`config.mk`:
```
export PLATFORM = sky130hd
export DESIGN_NAME = counter_priority_task_scheduler_core
export DESIGN_NICKNAME = d
export VERILOG_FILES = /design/src/hdl/cps_pkg.sv /design/src/hdl/counter_priority_task_scheduler_core.sv /design/src/hdl/cps_ram.sv
export SDC_FILE = /design/constraint.sdc
export NUM_CORES = 2
export LEC_CHECK = 0
export BUFFER_PORTS_ARGS = -buffer_cell sky130_fd_sc_hd__buf_2
export CORE_MARGIN = 4
export CORE_UTILIZATION = 55
export DETAILED_ROUTE_END_ITERATION = 12
export GPL_TIMING_DRIVEN = 0
export PLACE_DENSITY = 0.74
export SLEW_MARGIN = 10
export SYNTH_ARGS = -nofsm -noshare
export SYNTH_HDL_FRONTEND = slang
export SYNTH_SLANG_ARGS = --single-unit
export TNS_END_PERCENT = 20
```
`constraint.sdc`:
```
create_clock -name clk_i -period 12.41 [get_ports clk_i]
set_input_delay 1.8615 -clock clk_i [delete_from_list [all_inputs] [get_ports clk_i]]
set_output_delay 1.8615 -clock clk_i [all_outputs]
set_load 0.005 [all_outputs]
```
`src/hdl/cps_pkg.sv`:
```
package cps_pkg;

  localparam int CntWidth = 11;
  localparam int DepWidth = 4;

  typedef logic signed [CntWidth-1:0] cnt_t;

  localparam cnt_t CNT_MIN = -11'sd1024;
  localparam cnt_t CNT_MAX = 11'sd1023;

  typedef enum logic [2:0] {
    ACT_TICK    = 3'd0,
    ACT_YIELD   = 3'd1,
    ACT_CREATE  = 3'd2,
    ACT_EXIT    = 3'd3,
    ACT_RELEASE = 3'd4,
    ACT_SET     = 3'd5
  } action_e;

  typedef enum logic [1:0] {
    ST_OK   = 2'd0,
    ST_FULL = 2'd1,
    ST_IDLE = 2'd2
  } status_e;

  // one table entry as held in the slot memory
  typedef struct packed {
    cnt_t                cnt;
    logic [DepWidth-1:0] dep;
  } slot_word_t;

  // halve toward zero, add the priority, saturate
  function automatic cnt_t recharge(cnt_t c, logic [7:0] p);
    logic signed [12:0] s;
    s = 13'(c) + $signed({12'b0, c[CntWidth-1]});
    s = s >>> 1;
    s = s + $signed({5'b0, p});
    if (s < 13'(CNT_MIN)) begin
      s = 13'(CNT_MIN);
    end else if (s > 13'(CNT_MAX)) begin
      s = 13'(CNT_MAX);
    end
    return cnt_t'(s[CntWidth-1:0]);
  endfunction

endpackage

```
`src/hdl/counter_priority_task_scheduler_core.sv`:
```
// Counter-based round-robin task scheduler. Each input word carries one action
// (tick, yield, create, exit, preempt release, set state) and yields exactly one
// result word. Run and valid flags live in flops; counters and preempt depths
// live in a single-port-write, registered-read slot memory that one compare
// unit walks one slot per cycle. Create, set state and unused codes go straight
// to the result; preempt release and a tick that does not expire first do a
// read-modify-write of the current slot. Yield, exit and an expiring tick add
// one scan of all slots. When no task has time left they add a second pass
// (recharge fused with the rescan). The input stalls until the result is loaded
// into the output register. Reset leaves the memory unwritten: only slot 0 is
// live then, and it reads as zero until first written.
module counter_priority_task_scheduler_core
  import cps_pkg::*;
#(
  parameter int MAX_TASKS = 64
) (
  input  logic       clk_i,
  input  logic       rst_ni,
  input  logic       cfg_wr_en_i,
  input  logic [7:0] cfg_wr_data_i,
  input  logic       in_valid_i,
  output logic       in_stall_o,
  input  logic [2:0] action_i,
  input  logic [5:0] task_index_i,
  input  logic       running_i,
  output logic       out_valid_o,
  input  logic       out_stall_i,
  output logic [5:0] current_task_o,
  output logic       switched_o,
  output logic [5:0] new_task_o,
  output logic [1:0] status_o
);

  localparam int SW = $clog2(MAX_TASKS);
  localparam int CW = $clog2(MAX_TASKS + 1);
  localparam logic [CW-1:0] MaxCnt = CW'(MAX_TASKS);
  localparam int WordW = $bits(slot_word_t);

  localparam logic [2:0] S_IDLE = 3'd0;
  localparam logic [2:0] S_MOD  = 3'd1;
  localparam logic [2:0] S_SCAN = 3'd2;
  localparam logic [2:0] S_RECH = 3'd3;
  localparam logic [2:0] S_DONE = 3'd4;

  logic [2:0]           state_q, state_d;
  logic [7:0]           prio_q, prio_d;
  logic [MAX_TASKS-1:0] valid_q, valid_d;
  logic [MAX_TASKS-1:0] run_q, run_d;
  logic [SW-1:0]        cur_q, cur_d;
  logic [CW-1:0]        task_count_q, task_count_d;
  logic                 fresh_q, fresh_d;
  action_e              act_q, act_d;
  logic [CW-1:0]        iss_q, iss_d;
  logic                 pv_q, pv_d;
  logic [SW-1:0]        pa_q, pa_d;
  cnt_t                 best_cnt_q, best_cnt_d;
  logic [SW-1:0]        best_idx_q, best_idx_d;
  logic                 res_sw_q, res_sw_d;
  logic [5:0]           res_new_q, res_new_d;
  status_e              res_st_q, res_st_d;
  logic                 out_vld_q, out_vld_d;
  logic [5:0]           out_cur_q, out_cur_d;
  logic                 out_sw_q, out_sw_d;
  logic [5:0]           out_new_q, out_new_d;
  status_e              out_st_q, out_st_d;

  logic                 ram_we;
  logic [SW-1:0]        ram_waddr;
  slot_word_t           ram_wdata;
  logic [SW-1:0]        ram_raddr;
  logic [WordW-1:0]     ram_rdata;
  slot_word_t           rd_word;

  cps_ram #(
    .Width (WordW),
    .Depth (MAX_TASKS)
  ) u_slot_ram (
    .clk_i   (clk_i),
    .we_i    (ram_we),
    .waddr_i (ram_waddr),
    .wdata_i (ram_wdata),
    .raddr_i (ram_raddr),
    .rdata_o (ram_rdata)
  );

  // slot 0 reads as its reset value until first written
  assign rd_word = (fresh_q && pa_q == '0) ? '0 : slot_word_t'(ram_rdata);

  always_comb begin
    slot_word_t w;
    cnt_t       t;
    cnt_t       nv;
    logic       resched;
    logic [SW-1:0] sidx;

    state_d      = state_q;
    prio_d       = prio_q;
    valid_d      = valid_q;
    run_d        = run_q;
    cur_d        = cur_q;
    task_count_d = task_count_q;
    fresh_d      = fresh_q;
    act_d        = act_q;
    iss_d        = iss_q;
    pv_d         = pv_q;
    pa_d         = pa_q;
    best_cnt_d   = best_cnt_q;
    best_idx_d   = best_idx_q;
    res_sw_d     = res_sw_q;
    res_new_d    = res_new_q;
    res_st_d     = res_st_q;
    out_vld_d    = out_vld_q;
    out_cur_d    = out_cur_q;
    out_sw_d     = out_sw_q;
    out_new_d    = out_new_q;
    out_st_d     = out_st_q;
    ram_we       = 1'b0;
    ram_waddr    = cur_q;
    ram_wdata    = rd_word;
    ram_raddr    = cur_q;
    w            = rd_word;
    t            = rd_word.cnt;
    nv           = rd_word.cnt;
    resched      = 1'b0;
    sidx         = SW'(task_index_i);

    if (cfg_wr_en_i) begin
      prio_d = cfg_wr_data_i;
    end

    if (out_vld_q && !out_stall_i) begin
      out_vld_d = 1'b0;
    end

    unique case (state_q)
      S_IDLE: begin
        if (in_valid_i) begin
          act_d     = action_e'(action_i);
          pa_d      = cur_q;
          res_new_d = '0;
          res_st_d  = ST_OK;
          res_sw_d  = 1'b0;
          state_d   = S_DONE;
          case (action_e'(action_i)) inside
            ACT_TICK, ACT_YIELD, ACT_EXIT, ACT_RELEASE: begin
              state_d = S_MOD;
            end
            ACT_CREATE: begin
              if (task_count_q >= MaxCnt) begin
                res_st_d = ST_FULL;
              end else begin
                ram_we    = 1'b1;
                ram_waddr = task_count_q[SW-1:0];
                ram_wdata = '{cnt: cnt_t'({3'b0, prio_q}), dep: DepWidth'(1)};
                valid_d[task_count_q[SW-1:0]] = 1'b1;
                run_d[task_count_q[SW-1:0]]   = 1'b1;
                task_count_d = task_count_q + CW'(1);
                res_new_d    = 6'(task_count_q);
              end
            end
            ACT_SET: begin
              if (int'(task_index_i) < MAX_TASKS && valid_q[sidx]) begin
                run_d[sidx] = running_i;
              end
            end
            default: begin
            end
          endcase
        end
      end

      S_MOD: begin
        // read-modify-write of the current slot
        case (act_q) inside
          ACT_TICK: begin
            t = (w.cnt == CNT_MIN) ? CNT_MIN : w.cnt - cnt_t'(1);
            w.cnt = t;
            if (t <= cnt_t'(0) && w.dep == '0) begin
              w.cnt   = '0;
              resched = 1'b1;
            end
          end
          ACT_YIELD: begin
            w.cnt   = '0;
            resched = 1'b1;
          end
          ACT_EXIT: begin
            w.cnt        = '0;
            run_d[cur_q] = 1'b0;
            resched      = 1'b1;
          end
          ACT_RELEASE: begin
            if (w.dep != '0) begin
              w.dep = w.dep - DepWidth'(1);
            end
          end
          default: begin
          end
        endcase
        ram_we    = 1'b1;
        ram_waddr = cur_q;
        ram_wdata = w;
        if (resched) begin
          iss_d      = '0;
          pv_d       = 1'b0;
          best_cnt_d = '0;
          best_idx_d = cur_q;
          state_d    = S_SCAN;
        end else begin
          state_d = S_DONE;
        end
      end

      S_SCAN, S_RECH: begin
        if (iss_q < MaxCnt) begin
          ram_raddr = iss_q[SW-1:0];
          iss_d     = iss_q + CW'(1);
          pv_d      = 1'b1;
          pa_d      = iss_q[SW-1:0];
        end else begin
          pv_d = 1'b0;
        end
        if (pv_q) begin
          if (state_q == S_RECH && valid_q[pa_q]) begin
            nv        = recharge(rd_word.cnt, prio_q);
            ram_we    = 1'b1;
            ram_waddr = pa_q;
            ram_wdata = '{cnt: nv, dep: rd_word.dep};
          end
          // strict compare keeps the lowest index on ties
          if (valid_q[pa_q] && run_q[pa_q] && nv > best_cnt_q) begin
            best_cnt_d = nv;
            best_idx_d = pa_q;
          end
        end
        if (iss_q == MaxCnt && !pv_q) begin
          if (best_cnt_q > cnt_t'(0)) begin
            cur_d    = best_idx_q;
            res_sw_d = (best_idx_q != cur_q);
            state_d  = S_DONE;
          end else if (state_q == S_SCAN) begin
            iss_d      = '0;
            best_cnt_d = '0;
            state_d    = S_RECH;
          end else begin
            res_st_d = ST_IDLE;
            state_d  = S_DONE;
          end
        end
      end

      S_DONE: begin
        if (!out_vld_q || !out_stall_i) begin
          out_vld_d = 1'b1;
          out_cur_d = 6'(cur_q);
          out_sw_d  = res_sw_q;
          out_new_d = res_new_q;
          out_st_d  = res_st_q;
          state_d   = S_IDLE;
        end
      end

      default: begin
        state_d = S_IDLE;
      end
    endcase

    if (ram_we && ram_waddr == '0) begin
      fresh_d = 1'b0;
    end
  end

  always_ff @(posedge clk_i or negedge rst_ni) begin
    if (!rst_ni) begin
      state_q      <= S_IDLE;
      prio_q       <= 8'd1;
      valid_q      <= MAX_TASKS'(1);
      run_q        <= MAX_TASKS'(1);
      cur_q        <= '0;
      task_count_q <= CW'(1);
      fresh_q      <= 1'b1;
      iss_q        <= '0;
      pv_q         <= 1'b0;
      out_vld_q    <= 1'b0;
    end else begin
      state_q      <= state_d;
      prio_q       <= prio_d;
      valid_q      <= valid_d;
      run_q        <= run_d;
      cur_q        <= cur_d;
      task_count_q <= task_count_d;
      fresh_q      <= fresh_d;
      iss_q        <= iss_d;
      pv_q         <= pv_d;
      out_vld_q    <= out_vld_d;
    end
  end

  always_ff @(posedge clk_i) begin
    act_q      <= act_d;
    pa_q       <= pa_d;
    best_cnt_q <= best_cnt_d;
    best_idx_q <= best_idx_d;
    res_sw_q   <= res_sw_d;
    res_new_q  <= res_new_d;
    res_st_q   <= res_st_d;
    out_cur_q  <= out_cur_d;
    out_sw_q   <= out_sw_d;
    out_new_q  <= out_new_d;
    out_st_q   <= out_st_d;
  end

  assign in_stall_o     = (state_q != S_IDLE);
  assign out_valid_o    = out_vld_q;
  assign current_task_o = out_cur_q;
  assign switched_o     = out_sw_q;
  assign new_task_o     = out_new_q;
  assign status_o       = out_st_q;

  // the current slot is always a live table entry
  a_cur_valid: assert property (@(posedge clk_i) disable iff (!rst_ni)
    valid_q[cur_q])
    else $error("current slot is not valid");

  // slots are handed out in order, so the live set matches the fill count
  a_count_match: assert property (@(posedge clk_i) disable iff (!rst_ni)
    $countones(valid_q) == int'(task_count_q))
    else $error("valid slots disagree with task count");

  // an idle report never moves the current task
  a_idle_no_switch: assert property (@(posedge clk_i) disable iff (!rst_ni)
    out_valid_o && status_o == ST_IDLE |-> !switched_o)
    else $error("idle result flagged a switch");

endmodule

```
`src/hdl/cps_ram.sv`:
```
module cps_ram #(
  parameter int Width = 8,
  parameter int Depth = 64
) (
  input  logic                     clk_i,
  input  logic                     we_i,
  input  logic [$clog2(Depth)-1:0] waddr_i,
  input  logic [Width-1:0]         wdata_i,
  input  logic [$clog2(Depth)-1:0] raddr_i,
  output logic [Width-1:0]         rdata_o
);

  logic [Width-1:0] mem [Depth];
  logic [Width-1:0] rdata_q;

  always_ff @(posedge clk_i) begin
    if (we_i) begin
      mem[waddr_i] <= wdata_i;
    end
    rdata_q <= mem[raddr_i];
  end

  assign rdata_o = rdata_q;

endmodule
```
# [Word-level counts from Yosys, hierarchy flattened]
# Memory sizes are Yosys's and may differ from the RTL's. A register that Yosys moved wholly into a read port is not among the register bits.
# Index checks and enable logic that the tools add are counted.
[word_totals] regBits=212 mem_bits_rw=960 input_bits=23 out_inout_bits=17 word_cells=236 n_memories=1
[op_classes] addsub=6 n_lt_le_gt_ge=14 eq_ne=32 muxes=115 bitwise=7 n_reduce_logical=40
[memory_table] name="u_slot_ram.mem" depth=64 word_bits=15 rd=1 rd_clocked_by_memory_dff=1 write_ports=1 line_no="cps_ram.sv:13" text="logic [Width-1:0] mem [Depth];"
[op_table] operator="$mux W64" count=9
[op_table] operator="$mux W11" count=16
[op_table] operator="$or A64 B64 Y64" count=2
[op_table] operator="$pmux W64 S2" count=1
[op_table] operator="$mux W15" count=7
[op_table] operator="$mux W6" count=13
[op_table] operator="$and A64 B64 Y64" count=1
[op_table] operator="$bwmux W64" count=1
[op_table] operator="$not A64 Y64" count=1
[op_table] operator="$pmux W15 S3" count=1
[op_table] operator="$pmux W6 S2" count=3
[op_table] operator="$mux W7" count=5
[op_table] operator="$mux W1" count=30
[op_table] operator="$lt A6 B7 Y1 const B" count=4
[op_table] operator="$ne A2 B2 Y1 const B" count=14
[op_table] operator="$pmux W11 S2" count=1
[op_table] operator="$mux W3" count=7
[op_table] operator="$mux W4" count=5
[op_table] operator="$bmux W1 S6" count=3
[op_table] operator="$demux W1 S6" count=3
[op_table] operator="$ge A6 B1 Y1 const B" count=3
[op_table] operator="$eq A3 B2 Y1 const B" count=5
[op_table] operator="$add A7 B1 Y7 const B" count=2
[op_table] operator="$pmux W7 S2" count=1
[op_table] operator="40 further kinds" count=76

# [Logic depth before layout (Yosys ltp)]
[depth] ltp_word=19 mapped_depth=31 ltp_nobuf=26

# [Hierarchy]
# A second synthesis with hierarchy kept.
[unflattened] hier_cells=3433 hier_area_um2=52248.9
[by_module_without_submodules] module="cps_ram" n_inst=1 cells_each=1751 area_per_inst_um2=37622.3
[by_module_without_submodules] module="counter_priority_task_scheduler_core" n_inst=1 cells_each=1682 area_per_inst_um2=14626.5

# [Least setup slack after synthesis]
# No wires, ideal clock.
[synth_timing] kind="register to register" startpoint="register pa_q[0]" endpoint="memory u_slot_ram.mem[0][8] in the netlist's numbering (data pin)" setup_ps=1009 t_arrival_ps=8249 t_required_ps=11401 path_slack_ps=3152 stages_incl_launch_ff=21 n_path_buf=4 synth_period_minus_slack_ps=9258 path_cell_list="edfxtp_1 buf_6 or4_4 or2_0 clkbuf_1 clkbuf_1 clkbuf_1 and3_1 ha_1 ha_1 inv_1 fa_1 nand3b_1 a21boi_0 o21ai_0 a21oi_1 mux2_2 a21oi_1 nor3_1 a21oi_1 o311ai_0"
[synth_rtl] element="start, declared" line_no="counter_priority_task_scheduler_core.sv:55" text="logic [SW-1:0] pa_q, pa_d;"
[synth_rtl] element="start signal, assigned" line_no="counter_priority_task_scheduler_core.sv:301" text="pa_q <= pa_d;"
[synth_rtl] element="end, declared" line_no="cps_ram.sv:13"

# [Worst setup path after layout]
[layout_timing] startpoint="register pa_q[2]" endpoint="register best_idx_q[4], enable pin"
[layout_between] elab_chain_cells=15 word_cells_on_any_way=32
[layout_rtl] element="$logic_not A6 Y1" line_no="counter_priority_task_scheduler_core.sv:87" text="assign rd_word = (fresh_q && pa_q == '0) ? '0 : slot_word_t'(ram_rdata);"
[layout_rtl] element="$logic_and A1 B1 Y1" line_no="counter_priority_task_scheduler_core.sv:87"
[layout_rtl] element="$mux W15" line_no="counter_priority_task_scheduler_core.sv:87"
[layout_rtl] element="$add A11 B2 Y12" line_no="cps_pkg.sv:35" text="s = 13'(c) + $signed({12'b0, c[CntWidth-1]});"
[layout_rtl] element="$add A11 B9 Y12" line_no="cps_pkg.sv:37" text="s = s + $signed({5'b0, p});"
[layout_rtl] element="$gt A12 B11 Y1" line_no="cps_pkg.sv:40" text="end else if (s > 13'(CNT_MAX)) begin"
[layout_rtl] element="$mux W11" line_no="cps_pkg.sv:40"
[layout_rtl] element="$mux W11" line_no="cps_pkg.sv:38" text="if (s < 13'(CNT_MIN)) begin"
[layout_rtl] element="$mux W11" line_no="counter_priority_task_scheduler_core.sv:224" text="if (state_q == S_RECH && valid_q[pa_q]) begin"
[layout_rtl] element="$mux W11" line_no="counter_priority_task_scheduler_core.sv:223" text="if (pv_q) begin"
[layout_rtl] element="$mux W11" line_no="counter_priority_task_scheduler_core.sv:135" text="unique case (state_q)"
[layout_rtl] element="$gt A11 B11 Y1" line_no="counter_priority_task_scheduler_core.sv:231" text="if (valid_q[pa_q] && run_q[pa_q] && nv > best_cnt_q) begin"
[layout_rtl] element="$logic_and A1 B1 Y1" line_no="counter_priority_task_scheduler_core.sv:231"
[layout_rtl] element="$ne A2 B2 Y1 (no source line)"
[layout_rtl] element="$reduce_and A4 Y1 (no source line) (*)"
[layout_rtl] element="end signal, assigned" line_no="counter_priority_task_scheduler_core.sv:303" text="best_idx_q <= best_idx_d;"
[layout_rtl] element="end, declared" line_no="counter_priority_task_scheduler_core.sv:57" text="logic [SW-1:0] best_idx_q, best_idx_d;"
# Mark *: on every way between the ends. The rest lies on a longest branch, timed or not. The select of a mux whose other input is x is not followed.
# A chain may end at the register's enable or synchronous reset.

==> impl_metrics.ini <==
[outcome]
outcome = complete, no violations

[clock_tree]
clkSinkCount = 1187
cts_tree = yes
cts_setup_buffers = 0
clk_latency_ps = 700
cts-root-buf = clkbuf_16
numCtsBuffers = 113
cts.path.max_buffers = 3
post_cts_resized = 0
clk_pin_slew_ps = 60
cts_hold_buf = 0
h-tree-depth = 3

[route]
route.detailed.drc = 0
first_iter_violations = 6101
drtPass1Iterations = 10
num_vias = 34670
wire_per_inst_um = 29.27
postRouteWirelength_um = 146900
antenna_left = 0
vias_per_cell = 6.909

[final_layout]
drive_gt1_frac = 0.1906
fin_util = 0.6324
instances_no_fill = 5018
fill_cells = 6600
area_growth_pct = 13.31
nets = 3714

[sta]
max_freq_mhz = 123.2
skew_ps = 32.65
fin_crit_sh = 0.6539
slew_viol_final = 0
rsz0062_at_grt = false
timing.hold.ws_ps = 418.9
slew_headroom = 0.1941
hold_viol_final = 0
min_period_ps = 8115
setup_viol = 0
worst_slew_pin_slew_ps = 1209
postLayoutSetupSlackWorst_ps = 4295

[worst_setup_path]
crit_buf_inv = 6
startpoint_type = register
crit_required_ps = 12740
reg2reg_slack_ps = 4290
arrival_ps = 8450
r2r-end = best_idx_q[4]
cp_slowest_cell = o32ai_1
endpoint_kind = register
cp_top_family = compound AO/OA/AOI/OAI gates
critical_path_class = reg2reg
critPathMaxStageDelay_ps = 690
cpMostUsedCell = clkbuf_1
cp_max_fo = 10
r2r_start = pa_q[2]
rr_worst_depth = 28

[synthesis]
synthTopCellsByArea = edfxtp_1 58%, mux4_2 11%, dfrtp_1 7.5%
ys_seq_area_frac = 0.6620
syn_area_per_cell_um2 = 15.23
ys_seq_elements = 1187
synth-edff-count = 1010
synth_ff_type = edfxtp_1
netlist-cell-type-count = 85
syn-num-nets = 3493
synth_top_cell_area_share = 0.5788
yosys.area.top_type = edfxtp_1
netlist_area_mm2 = 0.05240
yosysMostFrequentCell = edfxtp_1
syn_inst = 3440
synth_common_cells = 1,010 x edfxtp_1, 284 x nand2_1, 261 x mux4_2, 185 x clkbuf_1, 183 x o21ai_0
synth_warnings = 0
synthArstFlopShare = 0.1365

[grt]
grt_first_pass_wirelength_um = 218600
track_usage = 0.2938
grt_antenna_before_repair = 6
gr-total-overflow = 0
grt_max_degree = 83
grt_pass1_vias = 34100

[floorplan]
die_w_um = 316.7
core_area_mm2 = 0.09389
die_area_mm2 = 0.1003
rows = 112
die_h_um = 316.7
num_io_pins = 40
start_util = 0.5581

[min_path]
whs_path_depth = 0
whs_endpoint = new_task_o[2]
min_from = res_new_q[2]
hold_class = reg2reg

[job]
drv_cap = 0

[placement]
place_inst = 4800
post-place-ws_ps = 4559
dp_hpwl_um = 96270
gp_congestion = 0.9551
portBuffers = 35

[power_and_ir_drop]
peakVddDrop_mv = 0.1169
p_seq_frac = 0.546
clockPowerShare = 0.445
p_comb_frac = 0.010
p_leak_nw = 17.01
power_mw = 7.836
power.internal_mw = 6.266
p_sw_mw = 1.570
switching_share = 0.2004
power_density_mw_per_mm2 = 132.0
how the worst max path moves through the flow:
| stage | start | end | cells after the start |
|---|---|---|---|
| 6_report | pa_q[2] | best_idx_q[4] | 28 |
| 5_1_grt | pa_q[2] | best_idx_q[5] | 28 |
| 4_1_cts | pa_q[2] | best_idx_q[1] | 28 |
| 3_5_place_dp | pa_q[2] | best_idx_q[4] | 28 |
| 3_3_place_gp | pa_q[2] | u_slot_ram.mem[51][8] | 20 |
| 2_1_floorplan | pa_q[0] | u_slot_ram.mem[0][8] | 20 |
routing by layer:
layer	vias to the layer above	wire, µm	GRT usage
met5	-	44	0
met4	6	7287	0.1199
met3	514	18010	0.07660
met2	2580	66530	0.4484
met1	17340	55000	0.4087
li1	14230	-	-
worst reg2reg max path: cells and delay by family (launching register included):
kind,cells,cell delay (ps)
adder cells (fa/ha/maj),3,1020
XOR/XNOR,1,340
AND/OR/NAND/NOR,9,2060
buffers and inverters,6,1410
multiplexers,1,300
AO/OA/AOI/OAI,8,2240
flip-flops,1,400
stage by stage:
| stage | cell area (µm²) | setup TNS (ps) |
|---|---|---|
| after floorplan | 52400 | 0 |
| after global placement | 54150 | -315630 |
| after detailed placement | 55620 | 0 |
| after CTS | 59360 | 0 |
| after global routing | 59370 | 0 |
| final | 59380 | 0 |
state kept, by name, indices dropped and copies added, names as in the netlist, 2 cells and up:
signal and flops:
u_slot_ram.rdata_o 15, iss_q 7, res_st_q 2, status_o 2, u_slot_ram.mem 960, best_cnt_q 11, run_q 64, valid_q 64
state_q 3, pa_q 6, new_task_o 6, act_q 3, best_idx_q 6, res_new_q 6, current_task_o 6, prio_q 8
cur_q 6, task_count_q 7
cell type report:
cell class / count / area [µm²] / share of cell area
Timing Repair Buffer: 106 / 1199 / 0.02019
Sequential cell: 1187 / 34690 / 0.5842
Antenna cell: 3 / 7.507 / 0.0001264
Clock buffer: 137 / 3003 / 0.05057
Buffer: 252 / 1055 / 0.01776
Clock inverter: 78 / 739.5 / 0.01245
Multi-Input combinational cell: 1956 / 16950 / 0.2854
Tap cell: 1254 / 1569 / 0.02642
Inverter: 45 / 168.9 / 0.002845
power by group through the flow:
stage	combinational (mW)	clock (mW)	sequential (mW)
2_1_floorplan	0.0361	0	4.36
3_3_place_gp	0.0687	0	4.36
3_5_place_dp	0.0716	0	4.36
4_1_cts	0.0722	3.51	4.28
5_1_grt	0.0801	3.69	4.27
6_report	0.0751	3.48	4.28
cells in the final DEF (no fill, tap or decap), types with 68 or more instances in the layout:
cell type	count
a21oi_1	140
dfrtp_1	157
clkbuf_16	117
clkbuf_1	205
and2_1	82
nand2_1	284
a21boi_0	68
o22ai_1	68
o21ai_0	181
edfxtp_1	1010
mux4_2	261
a211oi_1	87
kinds of logic after synthesis:
group,count (synthesis),share of synthesized area
flops,1187,0.6620
compound gates,882,0.1136
simple gates,696,0.06530
mux,318,0.1234
buf+inv,297,0.02335
xor+xnor,30,0.005014
fa+ha+maj,30,0.007306
No activity file was read; power rests on OpenSTA's default activity.
